### config.mk
export PLATFORM = sky130hd
export DESIGN_NAME = smap_sqrt
export DESIGN_NICKNAME = d
export VERILOG_FILES = /design/src/design/smap_pkg.sv /design/src/design/smap_sqrt.sv
export SDC_FILE = /design/constraint.sdc
export NUM_CORES = 1
export LEC_CHECK = 0
export ABC_AREA = 1
export CAP_MARGIN = 20
export CORE_UTILIZATION = 65
export DETAILED_ROUTE_END_ITERATION = 8
export DONT_BUFFER_PORTS = 1
export GPL_ROUTABILITY_DRIVEN = 0
export PLACE_DENSITY = 0.82
export REMOVE_ABC_BUFFERS = 1
export SYNTH_ARGS = -nofsm -noshare
export SYNTH_HDL_FRONTEND = slang
export SYNTH_SLANG_ARGS = --single-unit
### constraint.sdc
create_clock -name clock -period 6 [get_ports clock]
set_clock_uncertainty 0.1 [all_clocks]
set_input_delay 0.9 -clock clock [delete_from_list [all_inputs] [get_ports clock]]
set_output_delay 0.9 -clock clock [all_outputs]
set_load 0.01 [all_outputs]
### src/design/smap_pkg.sv
// Shared types and constants of the slaved actuator distance map.
// No dependencies; imported by the square root and top modules.
package smap_pkg;

   // request command codes
   localparam logic CMD_WRITE = 1'b0;
   localparam logic CMD_QUERY = 1'b1;

   // configuration register indexes
   localparam int CSR_IDX_W  = 2;
   localparam int CSR_DATA_W = 8;
   localparam logic [CSR_IDX_W-1:0] CSR_IMAGE_WIDTH  = 2'd0;
   localparam logic [CSR_IDX_W-1:0] CSR_IMAGE_HEIGHT = 2'd1;
   localparam logic [CSR_IDX_W-1:0] CSR_RADIUS_X16   = 2'd2;

   localparam int DIM_REG_W = 7;
   localparam int RAD_REG_W = 8;
   localparam logic [DIM_REG_W-1:0] IMAGE_WIDTH_RESET  = 7'd64;
   localparam logic [DIM_REG_W-1:0] IMAGE_HEIGHT_RESET = 7'd64;
   localparam logic [RAD_REG_W-1:0] RADIUS_RESET       = 8'd32;

   // request and response field widths
   localparam int COORD_W = 6;
   localparam int SQ_IN_W = 8;
   localparam int ROOT_W  = 12;
   localparam int RAD_SQ_W = 2 * RAD_REG_W;

   typedef enum logic [2:0] {
      ST_IDLE,
      ST_WR_MOD,
      ST_Q_SETUP,
      ST_Q_SCAN,
      ST_Q_DRAIN,
      ST_Q_SQRT,
      ST_DONE
   } state_type;

   typedef struct packed {
      logic busy;
      logic done;
   } sqrt_status_type;

endpackage

### src/design/smap_sqrt.sv
// Iterative square root, two radicand bits per cycle, rounded to nearest.
// Depends on smap_pkg for widths and the status struct.
module smap_sqrt (
   input  logic                           clock,
   input  logic                           reset,
   input  logic                           start,
   input  logic [smap_pkg::SQ_IN_W-1:0]   radicand,
   output smap_pkg::sqrt_status_type      status,
   output logic [smap_pkg::ROOT_W-1:0]    root
);
   import smap_pkg::*;

   localparam int NW    = 2 * ROOT_W;
   localparam int REM_W = ROOT_W + 1;
   localparam int CNT_W = $clog2(ROOT_W);

   logic             busy_ff, busy_in;
   logic             round_ff, round_in;
   logic             done_ff, done_in;
   logic [CNT_W-1:0] cnt_ff, cnt_in;
   logic [NW-1:0]    num_ff, num_in;
   logic [ROOT_W-1:0] root_ff, root_in;
   logic [REM_W-1:0] rem_ff, rem_in;

   logic [REM_W+1:0] rem_sh;
   logic [REM_W+1:0] trial;
   logic [REM_W-1:0] rem_step;
   logic [ROOT_W-1:0] root_step;

   always_comb begin
      rem_sh = {rem_ff, num_ff[NW-1 -: 2]};
      trial  = {1'b0, root_ff, 2'b01};
      if (rem_sh >= trial) begin
         rem_step  = REM_W'(rem_sh - trial);
         root_step = {root_ff[ROOT_W-2:0], 1'b1};
      end else begin
         rem_step  = REM_W'(rem_sh);
         root_step = {root_ff[ROOT_W-2:0], 1'b0};
      end
   end

   always_comb begin
      busy_in  = busy_ff;
      round_in = 1'b0;
      done_in  = 1'b0;
      cnt_in   = cnt_ff;
      num_in   = num_ff;
      root_in  = root_ff;
      rem_in   = rem_ff;
      if (start) begin
         busy_in = 1'b1;
         cnt_in  = CNT_W'(ROOT_W - 1);
         num_in  = {radicand, {(NW-SQ_IN_W){1'b0}}};
         root_in = '0;
         rem_in  = '0;
      end else if (busy_ff) begin
         num_in  = num_ff << 2;
         root_in = root_step;
         rem_in  = rem_step;
         cnt_in  = cnt_ff - CNT_W'(1);
         if (cnt_ff == '0) begin
            busy_in  = 1'b0;
            round_in = 1'b1;
         end
      end else if (round_ff) begin
         // round up when the remainder exceeds the root
         root_in = root_ff + ROOT_W'(rem_ff > REM_W'(root_ff));
         done_in = 1'b1;
      end
   end

   always_ff @(posedge clock) begin
      if (reset) begin
         busy_ff  <= 1'b0;
         round_ff <= 1'b0;
         done_ff  <= 1'b0;
      end else begin
         busy_ff  <= busy_in;
         round_ff <= round_in;
         done_ff  <= done_in;
      end
   end

   always_ff @(posedge clock) begin
      cnt_ff  <= cnt_in;
      num_ff  <= num_in;
      root_ff <= root_in;
      rem_ff  <= rem_in;
   end

   assign status.busy = busy_ff | round_ff;
   assign status.done = done_ff;
   assign root        = root_ff;

endmodule

; Word-level counts from Yosys, hierarchy flattened
; Cells that the tools add are included.
[word_totals]
mem_bits_rw = 0
input_bits = 11
romBits = 0
out_inout_bits = 14
memories = 0
latch_bits = 0
word_cells = 30
ff_bits = 40
[classes]
eq_ne = 0
n_shift = 0
muxes = 11
reduce_logical = 5
n_div = 0
addsub = 3
n_lt_le_gt_ge = 2
mul = 0
bitwise_logic = 2
[op_table]
columns = op, n
row1 = 2-to-1 mux 24 bit, 2
row2 = 2-to-1 mux 12 bit, 2
row3 = >= comparator 15 x 14 -> 1 bit, 1
row4 = greater-than comparator 13 x 12 -> 1 bit, 1
row5 = 2-to-1 mux 13 bit, 1
row6 = subtractor 13 bit, 1
row7 = adder 12 x 1 -> 12 bit, 1
row8 = 2-to-1 mux 1 bit, 6
row9 = OR reduction 3 bit, 2
row10 = logical NOT 4 bit, 1
row11 = nonzero test 2 bit, 2
row12 = "subtractor 4 x 1 -> 4 bit, second input constant", 1
row13 = NOT 1 bit, 1
row14 = bitwise OR 1 bit, 1

; Logic depth before layout (Yosys ltp)
[logic_depth]
ltp_word = 4
depth_mapped = 19
mapped_depth_nobuf = 19

; Worst setup path after synthesis
; No wires, ideal clock.
[synth_timing]
path_kind = reg-to-reg
from = reg root_ff[10] (netlist: root[10])
to = reg root_ff[11] (netlist: root[11])
arrival_ps = 2520
synth_period_minus_slack_ps = 2691
t_required_ps = 5829
setup_ps = 71
path_slack_ps = 3309
stages_incl_launch_ff = 17
cell_sequence = dfxtp_1 inv_1 ha_1 nand3b_1 nor2_1 a21oi_2 buf_6 a21oi_1 ha_1 nand3_1 nor2_1 nand3_1 nor2_1 nand3_1 nand2_1 nand3_1 a21oi_1
[synth_via]
elab_chain_len = 4
[synth_lines]
columns = item, line_no
row1 = from (decl), smap_sqrt.sv:22  ; logic [ROOT_W-1:0] root_ff, root_in;
row2 = from (signal assigned), smap_sqrt.sv:87  ; root_ff <= root_in;
row3 = greater-than comparator 13 x 12 -> 1 bit, smap_sqrt.sv:67  ; root_in = root_ff + ROOT_W'(rem_ff > REM_W'(root_ff));
row4 = adder 12 x 1 -> 12 bit, smap_sqrt.sv:67
row5 = 2-to-1 mux 12 bit, smap_sqrt.sv:65  ; end else if (round_ff) begin
row6 = 2-to-1 mux 12 bit *, smap_sqrt.sv:56  ; end else if (busy_ff) begin
; Every way passes the cells marked *; elsewhere a longest branch is shown, timed or not. The select of a mux whose other input is x is not followed.
; A chain may end at the register's enable or synchronous reset.

; Final worst setup path
[layout_timing]
from = reg root_ff[6] (netlist: root[6])
to = reg root_ff[11] (netlist: root[11])
[layout_via]
elab_chain_len = 4
[layout_lines]
columns = item, line_no
row1 = greater-than comparator 13 x 12 -> 1 bit, smap_sqrt.sv:67
row2 = adder 12 x 1 -> 12 bit *, smap_sqrt.sv:67
row3 = 2-to-1 mux 12 bit *, smap_sqrt.sv:65
row4 = 2-to-1 mux 12 bit *, smap_sqrt.sv:56
; Marks and branches as above.

==> qor.yml <==
pwr:
  p_clk_frac: 0.154
  powerDensity_mw_per_mm2: 494
  combPwrFrac: 0.607
  power_leakage_nw: 1.46
  seq_power_share: 0.238
  p_sw_frac: 0.489
  power.switching_w: 0.000699
  ir_worst_vdd_v: 0.000304
  p_int_w: 0.000731
grt:
  antenna_found_initial: 0
  grt_max_degree: 20
  top_usage_layer: "met2"
  use_met1: 0.339
  grt_pass1_vias: 2417
  grt_use_met3: 0.0591
  grt_remaining_overflow: 0
  grt_pass1_wl_microns: 10200
  grt_use_total: 0.301
  met2_usage: 0.529
min_path:
  holdCritPathClass: "reg -> reg"
clock_tree:
  tritoncts: "built"
  cts_sinks: 40
  postCtsSetupRepairBufs: 0
  cts_made_buffers: 5
  clk_pin_slew_ps: 80
  cts_buffer_depth: 2
  cts_root_buf: "clkbuf_8"
  h-tree-depth: 2
  worstSkewPairLatency_ps: 300
  cts_hold_buf: 0
  cts_resized: 0
sta:
  fmax_mhz: 313
  grt_setup_unrepaired: "false"
  finalCriticalPeriod_ps: 3200
  setup_viol: 0
  hold_violations: 0
  finalCritPeriodShare: 0.533
  setup_tns_ps: 0
  worst_pin_slew_ps: 656
  max_slew_margin: 0.563
  report.final.slew_viol_count: 0
  holdWs_ps: 372
placement:
  place_inst: 458
  portBuffers: 0
  place_area_sq_mm: 0.00278
  hpwl_microns: 4700
setup_path:
  slowest_delay_ps: 480
  cpMostUsedCell: "nand3_1"
  cp_max_fo: 6
  cp_top_family: "simple AND/OR/NAND/NOR gates"
  start_kind: "register"
  cp.required_ps: 6140
  criticalPathCategory: "reg -> reg"
  worstPathCellList: "inv_1 -> ha_1 -> nand2_1 -> nor2_4 -> nor3b_2 -> nand2_1 -> a21oi_1 -> ha_1 -> nand3_1 -> nor2_1 -> nand3_1 -> nor2_1 -> nand3_1 -> nand2_1 -> nand3_1 -> a21oi_1"
  critPathBufInv: 1
  cp-end-kind: "register"
  cp_data_arrival_time_ps: 3340
  slowest_stage: "dfxtp_1"
logic_synthesis:
  synth_warnings: 0
  ys_ff_latch: 40
  syn-instance-count: 418
  ys_types: 35
  syn_area_per_cell_sq_um: 6.65
  ys_seq_area_frac: 0.317
  synth_area_sq_mm: 0.00278
die:
  core-area_sq_mm: 0.00406
  die_y_microns: 67.4
  std_cell_rows: 23
  dieArea_sq_mm: 0.00454
  io_pins: 25
  initial_utilization: 0.685
  die_x_microns: 67.4
finish:
  synthToLayoutAreaGrowth_pct: 4.14
  fin_area_sq_mm: 0.00289
  final_common_cell: "nand2_1"
  nNetsFinal: 445
  final_cell_mix: "nand2_1, inv_1, nand3_1, dfxtp_1, nor2_1"
  instances_no_fill: 467
  n_antenna_cell: 0
  drive_above_1_share: 0.0576
drt:
  routed_wirelength_microns: 6390
  vias_per_cell: 5.77
  route.detailed.drc: 0
  drtIter0Drc: 190
  ant_nets: 0
  vias: 2695
  routedWlPerCell_microns: 13.7
  first_pass_iters: 5
outcome:
  run_status: "finished, final reports clean"
job:
  cap_violations: 0
-- layout make-up --
class	count	area [sq um]
multi-input combinational	309	1610
fill	344	1160
sequential	40	881
inverter	58	218
clock buffer	5	68.8
tap	50	62.6
clock inverter	3	42.5
timing repair buffer	2	15.0
-- metal layers --
metal | part of all wire | vias up | routed length [microns]
li1 | - | 1345 | -
met1 | 0.43 | 1230 | 2780
met2 | 0.49 | 104 | 3110
met3 | 0.053 | 16 | 338
met4 | 0.026 | 0 | 164
met5 | 0 | - | 0
-- cells by family after synthesis --
group / Yosys count / synth area share
AND/OR/NAND/NOR: 246 / 0.395
adder cells (fa/ha/maj): 18 / 0.0810
flip-flops: 40 / 0.317
AO/OA/AOI/OAI: 37 / 0.0770
XOR/XNOR: 8 / 0.0252
buffers and inverters: 69 / 0.105
-- state kept, by name, indices dropped and copies added (netlist names) --
name,flops
cnt_ff,4
rem_ff,13
busy_ff,1
num_ff,8
root,12
done_ff,1
round_ff,1
-- synth_stat cells (all sizes together) --
| master | count | area, sq um |
|---|---|---|
| a21o | 1 | 7.51 |
| a21oi | 14 | 77.6 |
| a22oi | 4 | 30.0 |
| a31oi | 1 | 6.26 |
| and2 | 1 | 8.76 |
| buf | 8 | 62.6 |
| clkbuf | 3 | 11.3 |
| dfxtp | 32 | 641 |
| edfxtp | 8 | 240 |
| ha | 18 | 225 |
| inv | 58 | 218 |
| nand2 | 155 | 597 |
| nand3 | 35 | 193 |
| nand3b | 2 | 27.5 |
| nand4 | 18 | 113 |
| nor2 | 27 | 109 |
| nor3 | 6 | 30.0 |
| nor3b | 2 | 20.0 |
| o211ai | 1 | 7.51 |
| o21ai | 14 | 70.1 |
| o31ai | 2 | 15.0 |
| xnor2 | 1 | 8.76 |
| xor2 | 7 | 61.3 |
-- final timing paths --
check | slack, ps | to | cells after the start | from
setup reg to reg | 2800 | root[11] | 16 | root[6]
hold reg to reg | 370 | cnt_ff[3] | 1 | cnt_ff[3]
hold / removal | 370 | cnt_ff[3] | 1 | cnt_ff[3]
setup / recovery | 2800 | root[11] | 16 | root[6]
-- per-stage QoR --
| step | setup WS (ps) | utilization | power, W |
|---|---|---|---|
| after CTS | 2840 | 0.711 | 0.00141 |
| after global placement | 2960 | 0.684 | 0.00117 |
| after floorplan | 3270 | - | 0.00102 |
| final | 2800 | 0.713 | 0.00143 |
| after global routing | 2490 | 0.713 | 0.00155 |
| after detailed placement | 2890 | 0.684 | 0.00119 |
-- power groups by stage --
stage | Sequential [W] | Combinational, W | Clock, W
floorplan | 0.000336 | 0.000686 | 0
global placement | 0.000345 | 0.000829 | 0
detailed placement | 0.000346 | 0.000843 | 0
CTS | 0.000340 | 0.000850 | 0.000223
global route | 0.000344 | 0.000974 | 0.000230
finish | 0.000341 | 0.000868 | 0.000220
-- worst reg2reg max path: stages (launching register included) --
cell and delay [ps]:
dfxtp_1 480, inv_1 170, ha_1 380, nand2_1 150, nor2_4 140, nor3b_2 260
nand2_1 100, a21oi_1 140, ha_1 210, nand3_1 90, nor2_1 210, nand3_1 150
nor2_1 230, nand3_1 100, nand2_1 70, nand3_1 60, a21oi_1 120
No activity file was read; power rests on OpenSTA's default activity.
