[src/design/smap_row_scan.sv]
// Nearest active column within the clipped window of one mask row.
// No dependencies; purely combinational.
module smap_row_scan #(
   parameter int MAX_DIM         = 64,
   parameter int MAX_WINDOW_HALF = 16
) (
   input  logic [MAX_DIM-1:0]                   row_bits,
   input  logic [$clog2(MAX_DIM)-1:0]           col,
   input  logic [$clog2(MAX_WINDOW_HALF+1)-1:0] left_span,
   input  logic [$clog2(MAX_WINDOW_HALF+1)-1:0] right_span,
   output logic                                 found,
   output logic [$clog2(MAX_WINDOW_HALF+1)-1:0] dx
);

   localparam int SW  = $clog2(MAX_WINDOW_HALF + 1);
   localparam int EW  = MAX_DIM + 2 * MAX_WINDOW_HALF;
   localparam int WIN = 2 * MAX_WINDOW_HALF + 1;

   logic [EW-1:0]  ext_row;
   logic [EW-1:0]  shifted;
   logic [WIN-1:0] win;
   logic [MAX_WINDOW_HALF:0] hit;

   // pad both sides so the window centered on col never leaves the vector
   assign ext_row = {{MAX_WINDOW_HALF{1'b0}}, row_bits, {MAX_WINDOW_HALF{1'b0}}};
   assign shifted = ext_row >> col;
   assign win     = shifted[WIN-1:0];

   always_comb begin
      for (int d = 0; d <= MAX_WINDOW_HALF; d++) begin
         hit[d] = ((SW'(d) <= right_span) && win[MAX_WINDOW_HALF + d]) ||
                  ((SW'(d) <= left_span)  && win[MAX_WINDOW_HALF - d]);
      end
   end

   // keep the smallest offset that hits
   always_comb begin
      found = 1'b0;
      dx    = '0;
      for (int d = MAX_WINDOW_HALF; d >= 0; d--) begin
         if (hit[d]) begin
            found = 1'b1;
            dx    = SW'(d);
         end
      end
   end

endmodule

[config.mk]
export PLATFORM = sky130hd
export DESIGN_NAME = smap_row_scan
export DESIGN_NICKNAME = d
export VERILOG_FILES = /design/src/design/smap_row_scan.sv
export SDC_FILE = /design/constraint.sdc
export NUM_CORES = 1
export LEC_CHECK = 0
export ABC_CLOCK_PERIOD_IN_PS = 3770
export BUFFER_PORTS_ARGS = -buffer_cell sky130_fd_sc_hd__buf_4
export CAP_MARGIN = 0
export CORE_MARGIN = 2
export CORE_UTILIZATION = 62
export DETAILED_ROUTE_END_ITERATION = 12
export PLACE_DENSITY = 0.84
export SLEW_MARGIN = 20
export SYNTH_ARGS = -nofsm -noshare
export SYNTH_HDL_FRONTEND = slang
export SYNTH_SLANG_ARGS = --single-unit
export TNS_END_PERCENT = 20
[constraint.sdc]
create_clock -name vclk -period 3.77
set_input_delay 0.1885 -clock vclk [all_inputs]
set_output_delay 0.1885 -clock vclk [all_outputs]
set_load 0.005 [all_outputs]
After elaboration in Yosys (flattened, before gate mapping)
Index checks and enable logic that the tools add are counted.
{"block": "word_totals", "in_bits": 80, "output_inout_bits": 6, "elab_cells": 120, "reg_bits": 0}
{"block": "op_classes", "n_reduce_logical": 51, "n_shift": 1, "muxes": 34, "n_lt_le_gt_ge": 34}
{"op": "$mux W5", "n": 17}
{"op": "$le A4 B5 Y1 const A", "n": 16}
{"op": "$shr A80 B6 Y33", "n": 1}
{"op": "$le A3 B5 Y1 const A", "n": 8}
{"op": "$logic_and A1 B1 Y1", "n": 34}
{"op": "$le A1 B5 Y1 const A", "n": 4}
{"op": "$le A2 B5 Y1 const A", "n": 4}
{"op": "$logic_or A1 B1 Y1", "n": 17}
{"op": "$mux W1", "n": 17}
{"op": "$le A5 B5 Y1 const A", "n": 2}

Logic depth before layout (Yosys ltp)
Gate-level depths: netlist (run 1).
{"block": "depth", "depth_word": 20, "mapped_depth": 13, "mapped_depth_nobuf": 9}

Worst setup path before layout (run 1)
OpenSTA, ideal clock, no wires.
{"block": "synth_path", "kind": "input -> output", "startpoint": "in col[1]", "endpoint": "out dx[1]", "cell_stages": 11, "required_time_ns": 3.582, "arrival_time_ns": 2.961, "slack_ns": 0.621, "n_path_buf": 3, "path_cell_list": "buf_2 -> buf_2 -> clkbuf_1 -> mux4_2 -> mux4_2 -> a22o_1 -> a31oi_1 -> o22ai_1 -> or2_4 -> a2111o_1 -> a31oi_1"}
{"block": "synth_via", "elab_chain_cells": 19, "word_cells_on_any_way": 65, "classes_between": "1 x shift; 16 x mux; 48 x reduce/logical"}
{"element": "start, declared", "line": "8", "rtl": "input logic [$clog2(MAX_DIM)-1:0] col,"}
{"element": "$shr A80 B6 Y33 *", "line": "26", "rtl": "assign shifted = ext_row >> col;"}
{"element": "$logic_and A1 B1 Y1 (on tied branches)", "line": "31, 32"}
{"element": "$logic_or A1 B1 Y1", "line": "31", "rtl": "hit[d] = ((SW'(d) <= right_span) && win[MAX_WINDOW_HALF + d]) ||"}
{"element": "$mux W5 (15 in a row)", "line": "41", "rtl": "if (hit[d]) begin"}
{"element": "$mux W5 *", "line": "41"}
{"element": "end, declared", "line": "12", "rtl": "output logic [$clog2(MAX_WINDOW_HALF+1)-1:0] dx"}
Mark *: on every way between the ends. The rest lies on a longest branch, timed or not.

Worst setup path after layout (run 1)
{"block": "layout_path", "startpoint": "in col[0]", "endpoint": "out dx[4]"}
{"block": "layout_via", "elab_chain_cells": 20, "word_cells_on_any_way": 69, "classes_between": "1 x shift; 17 x mux; 51 x reduce/logical"}
{"element": "$shr A80 B6 Y33 *", "line": "26"}
{"element": "$logic_and A1 B1 Y1 (on tied branches)", "line": "31, 32"}
{"element": "$logic_or A1 B1 Y1", "line": "31"}
{"element": "$mux W5 (16 in a row)", "line": "41"}
{"element": "$mux W5 *", "line": "41"}
Marked as above.

==> results.tsv, run 1 <==
stage	metric	value	unit
yosys	Synth Area in XOR/XNOR	0	
timing	Setup-failing EPs final	0	
drt	drt total wl	26400	um
power	Clock power frac	0	
die	DIE AREA	0.0105	mm2
drt	DR vias	7153	
run_status	status	finished, final reports clean	
yosys	synthesized area	0.00604	mm2
timing	fin crit share	0.992	
clock_tree	Setup Buffers After CTS	0	
clock_tree	hold buffer count at CTS	0	
drt	number of DRC markers in iteration 0	1102	
grt	GRT met2 Usage	0.775	
timing	worst relative slew slack	0.448	
grt	M3 GR Usage	0.162	
grt	largest net degree at the start of global routing	30	
yosys	Synth Area in Simple Gates	0.167	
power	total power	1190	uW
cells_and_area	ratio of cells with drive above 1 in the final layout	0.396	
place	global placer's final weighted congestion	1.11	
timing	Slew Viols, Final	0	
cells_and_area	Area growth syn-to-layout	15.3	%
critical_path	Worst EP required	3580	ps
power	Int Pwr	528	uW
power	Sw Pwr	665	uW
power	VDD IR-drop max	0.124	mV
timing	Fin Hold WS	857	ps
yosys	area leader, netlist	mux4_2	
die	Starting Density	0.629	
critical_path	crit path capture	dx[4]	
cells_and_area	Seq cells	0	
power	P per Cell Area	171	mW/mm2
timing	Max Clk Rate	0.267	GHz
yosys	mux cell area share after synthesis	0.584	
clock_tree	cts repair resizes	0	
yosys	Distinct cells, synth	66	
yosys	post-synthesis cell count	656	
critical_path	Setup crit start kind	primary input	
cells_and_area	register area	0	um2
timing	Final Critical Period	3740	ps
grt	busiest grt layer	met2	
timing	endpoints failing hold	0	
place	PortBufs	86	
die	I/O Pins	86	
min_path	Worst Hold Class	in -> out	
grt	met1 Use GR	0.624	
drt	antenna-violating nets left	0	
yosys	Seq/Total Area, Yosys	0	
critical_path	crit path capture type	primary output	
drt	Via density	8.40	
die	Rows	36	
critical_path	Critical Path Start	col[0]	
yosys	top cells by area, synth	mux4_2, mux2i_1, mux2_2	
grt	All-Layer GR Usage	0.504	
cells_and_area	clkbuf count	0	
die	core region area	0.00959	mm2
yosys	Synth Area per Inst	9.21	um2
grt	vias in the first global route	6735	
grt	global route overflow	0	
drt	wire per inst	30.9	um
job	max-capacitance violation count	0	
yosys	Adder-Cell Fraction of Synth Area	0	
drt	first-pass detailed-route iteration total	6	
power	Lkg Pwr	0.00263	uW
yosys	Ys Warns	0	
yosys	largest family of logic cells by synthesized area	multiplexers	
critical_path	worst endpoint data arrival time	3550	ps
power	switching share of power	0.557	
cells_and_area	Final #Nets	800	
cells_and_area	most frequent cells in the layout	buf_4, mux4_2, mux2i_1	
grt	antenna violations before repair	1	
critical_path	CP max FO	21	
critical_path	Worst Path Class, Setup	in -> out	
cells_and_area	commonest non-fill, non-tap cell in the layout	buf_4	
die	die height	103	um
cells_and_area	Finished Layout Cells	852	
yosys	share of the synthesized area in the top cell type	0.380	
yosys	syn_nets	736	
place	Final HPWL DP	20900	um
timing	Slew @ Worst Pin	826	ps
drt	DRC	0	
place	placed insts	851	
yosys	complex-gate fraction of the synthesized area	0.186	
cells_and_area	fin util	0.726	
power	power share of the combinational group	1.000	
power	sequential fraction of design power	0	
grt	first-pass GRT wire length	39700	um
die	Horiz. Die Dim	103	um
-- power by group through the flow --
| stage | logic [uW] | registers, uW | clock network, uW |
|---|---|---|---|
| after floorplan | 723 | 0 | 0 |
| after global placement | 1090 | 0 | 0 |
| after detailed placement | 1110 | 0 | 0 |
| after CTS | 1120 | 0 | 0 |
| after global routing | 1230 | 0 | 0.0000432 |
| final | 1190 | 0 | 0.0000370 |
-- metrics by stage --
| stage | worst slack [ps] | cell area, um2 | setup TNS [ps] |
|---|---|---|---|
| floorplan | 621 | 6040 | 0 |
| global placement | 221 | 6910 | 0 |
| detailed placement | 71.0 | 6910 | 0 |
| CTS | 55.5 | 6910 | 0 |
| global route | -1.45 | 6960 | -1.45 |
| finish | 29.1 | 6960 | 0 |
-- Yosys cell counts, drive strengths merged (4+ instances only) --
cell type  instances
or3               13
mux4             102
o22ai             12
a21o               4
nand2             62
mux2i             68
mux2              49
nor2              40
a311oi             4
a211oi            12
clkbuf            30
and2               4
nor2b              9
nand2b            12
o2111ai            4
nor3              16
o211ai             9
buf               38
o21ai             18
o32ai              4
inv                6
a21oi             27
nor4               9
nand3             23
a22oi             13
a31oi             11
or2                4
-- area by class of cell --
cell class | instances | area (um2)
Multi-Input combinational cell | 580 | 5710
Antenna cell | 1 | 2.50
Fill cell | 717 | 2630
Timing Repair Buffer | 130 | 1060
Tap cell | 133 | 166
Inverter | 8 | 30.0
-- worst max-delay path, stage by stage --
cell	delay (ps)
buf_8	220
buf_12	210
buf_4	230
mux2_2	360
mux4_2	550
mux2i_1	310
a211oi_1	170
nor4_1	240
buf_4	200
nand3_1	130
and4bb_2	370
nand2_1	70
nor2_1	150
buf_4	140
-- cell families (layout without fill, tap and decap cells) --
group	count (synthesis)	after routing
other cells	0	1
buf+inv	76	138
simple gates	204	204
mux	219	219
compound gates	157	157
-- how the worst min path moves through the flow --
stage	depth (start not counted)	slack, ps	to	from
floorplan	3	820	dx[4]	left_span[4]
global placement	4	810	found	left_span[4]
detailed placement	4	840	found	left_span[4]
CTS	4	840	found	left_span[4]
global route	4	870	found	left_span[4]
finish	4	860	found	left_span[4]
-- layer usage --
| layer | up-vias | wire, um |
|---|---|---|
| met5 | - | 0 |
| met4 | 0 | 2370 |
| met3 | 229 | 4050 |
| met2 | 777 | 11300 |
| met1 | 3290 | 8600 |
| li1 | 2857 | - |
Power figures use the tool's default switching activity.
==> run 2: changes to the inputs <==
- ABC_AREA: unset -> 1
- CORE_UTILIZATION: 62 -> 60
==> results.tsv, run 2 <==
stage	metric	value	unit
run_status	status	finished, final reports clean	
place	placed insts	1105	
drt	Via density	6.65	
critical_path	critical-path cell with the highest stage delay	inv_2	
place	Place WS	778	ps
cells_and_area	Multi-input gate area	0.00392	mm2
power	Clock power frac	0	
die	Rows	31	
yosys	synth cell count leaders	nand3_1, nand2_1, a21oi_1	
grt	antenna violations before repair	0	
yosys	area leader, netlist	nand3_1	
drt	wire per inst	17.1	um
min_path	Worst Hold Endpoint	found	
timing	Slew Viols, Final	0	
critical_path	Crit path top cell by count	nand2_1	
timing	Final Critical Period	3110	ps
timing	RSZ-0062 raised after global routing	no	
place	PortBufs	86	
critical_path	Critical Path Start	col[0]	
yosys	Adder-Cell Fraction of Synth Area	0	
grt	first-pass GRT wire length	30600	um
cells_and_area	Seq cells	0	
die	core region area	0.00729	mm2
drt	first-pass detailed-route iteration total	7	
timing	total negative slack	0	ps
yosys	syn_nets	1054	
cells_and_area	Antenna Cells	0	
die	DIE AREA	0.00831	mm2
clock_tree	cts repair resizes	0	
critical_path	worst endpoint data arrival time	2920	ps
drt	drt total wl	18900	um
cells_and_area	Fillers	771	
power	sequential fraction of design power	0	
die	Horiz. Die Dim	91.1	um
clock_tree	hold buffer count at CTS	0	
yosys	Ys Warns	0	
yosys	post-synthesis cell count	974	
timing	final setup margin	664	ps
yosys	most common cell in the netlist	nand3_1	
cells_and_area	commonest non-fill, non-tap cell in the layout	nand3_1	
drt	number of DRC markers in iteration 0	1111	
yosys	synthesized area	0.00456	mm2
drt	DRC	0	
yosys	largest family of logic cells by synthesized area	simple AND/OR/NAND/NOR gates	
yosys	share of the synthesized area in the top cell type	0.382	
cells_and_area	Finished Layout Cells	1105	
critical_path	crit path capture type	primary output	
critical_path	CP max FO	36	
timing	Max Clk Rate	0.322	GHz
grt	vias in the first global route	6375	
cells_and_area	ratio of cells with drive above 1 in the final layout	0.115	
drt	antenna-violating nets left	0	
die	Starting Density	0.625	
yosys	top cells by area, synth	nand3_1, nand2_1, a21oi_1	
yosys	Synth Area per Inst	4.68	um2
yosys	complex-gate fraction of the synthesized area	0.171	
critical_path	CP max stage delay	450	ps
power	switching share of power	0.658	
job	max-capacitance violation count	0	
timing	Setup-failing EPs final	0	
grt	global route overflow	0	
critical_path	Worst Path Class, Setup	in -> out	
clock_tree	Setup Buffers After CTS	0	
cells_and_area	clkbuf count	0	
yosys	Seq/Total Area, Yosys	0	
critical_path	Worst EP required	3580	ps
place	global placer's final weighted congestion	1.07	
cells_and_area	register area	0	um2
yosys	Distinct cells, synth	34	
timing	fin crit share	0.824	
yosys	Synth Area in XOR/XNOR	0	
critical_path	Setup crit start kind	primary input	
timing	worst relative slew slack	0.477	
cells_and_area	Area growth syn-to-layout	11.0	%
power	power share of the combinational group	1.000	
cells_and_area	most frequent cells in the layout	nand3_1, nand2_1, buf_4	
die	I/O Pins	86	
min_path	hold depth	6	
yosys	mux cell area share after synthesis	0	
power	Int Pwr	276	uW
cells_and_area	Final #Nets	1088	
grt	All-Layer GR Usage	0.443	
min_path	Worst Hold Class	in -> out	
timing	endpoints failing hold	0	
place	Final HPWL DP	14900	um
timing	Slew @ Worst Pin	784	ps
min_path	Hold Path Origin	right_span[4]	
grt	largest net degree at the start of global routing	67	
drt	DR vias	7353	
power	Lkg Pwr	0.00256	uW
yosys	Synth Area in Simple Gates	0.690	
power	VDD IR-drop max	0.114	mV
timing	Fin Hold WS	921	ps
die	die height	91.1	um
power	P per Cell Area	159	mW/mm2
power	Sw Pwr	530	uW
## run 2: layout make-up
cell class | count | share of cell area
Timing Repair Buffer | 104 | 0.162
Tap cell | 99 | 0.0245
Multi-Input combinational cell | 851 | 0.776
Inverter | 51 | 0.0379
## run 2: how the worst max path moves through the flow
stage / end / slack, ps / cells past startpoint
2_1_floorplan: dx[0] / 1770 / 27
3_3_place_gp: dx[0] / 810 / 29
3_5_place_dp: dx[0] / 780 / 29
4_1_cts: dx[0] / 760 / 29
5_1_grt: dx[0] / 390 / 29
6_report: dx[0] / 660 / 29
## run 2: kinds of logic after synthesis
family | Yosys count
simple gates | 717
compound gates | 134
buf+inv | 123
## run 2: through the flow
| stage | area [um2] | total power, uW | utilization |
|---|---|---|---|
| final | 5060 | 806 | 0.693 |
| after global routing | 5060 | 884 | 0.693 |
| after CTS | 5060 | 772 | 0.693 |
| after detailed placement | 5060 | 769 | 0.693 |
| after global placement | 5060 | 762 | 0.693 |
| after floorplan | 4560 | 544 | - |
## run 2: worst max-delay path: cells and delay by family
family,cells,cell delay (ps)
buffers and inverters,6,1150
and+or+nand+nor,21,1310
AOI/OAI and AO/OA,2,300
## run 2: power by group through the flow
stage | Clock (uW) | Sequential [uW] | Combinational, uW
global placement | 0 | 0 | 762
detailed placement | 0 | 0 | 769
floorplan | 0 | 0 | 544
finish | 0 | 0 | 806
global route | 0 | 0 | 884
CTS | 0 | 0 | 772
## run 2: per-layer routing
| layer | up-vias | GRT usage | wire [um] |
|---|---|---|---|
| met4 | 0 | 0.184 | 1070 |
| met1 | 3220 | 0.599 | 7390 |
| li1 | 3435 | - | - |
| met3 | 97 | 0.0564 | 2450 |
| met5 | - | 0 | 0 |
| met2 | 601 | 0.705 | 7960 |
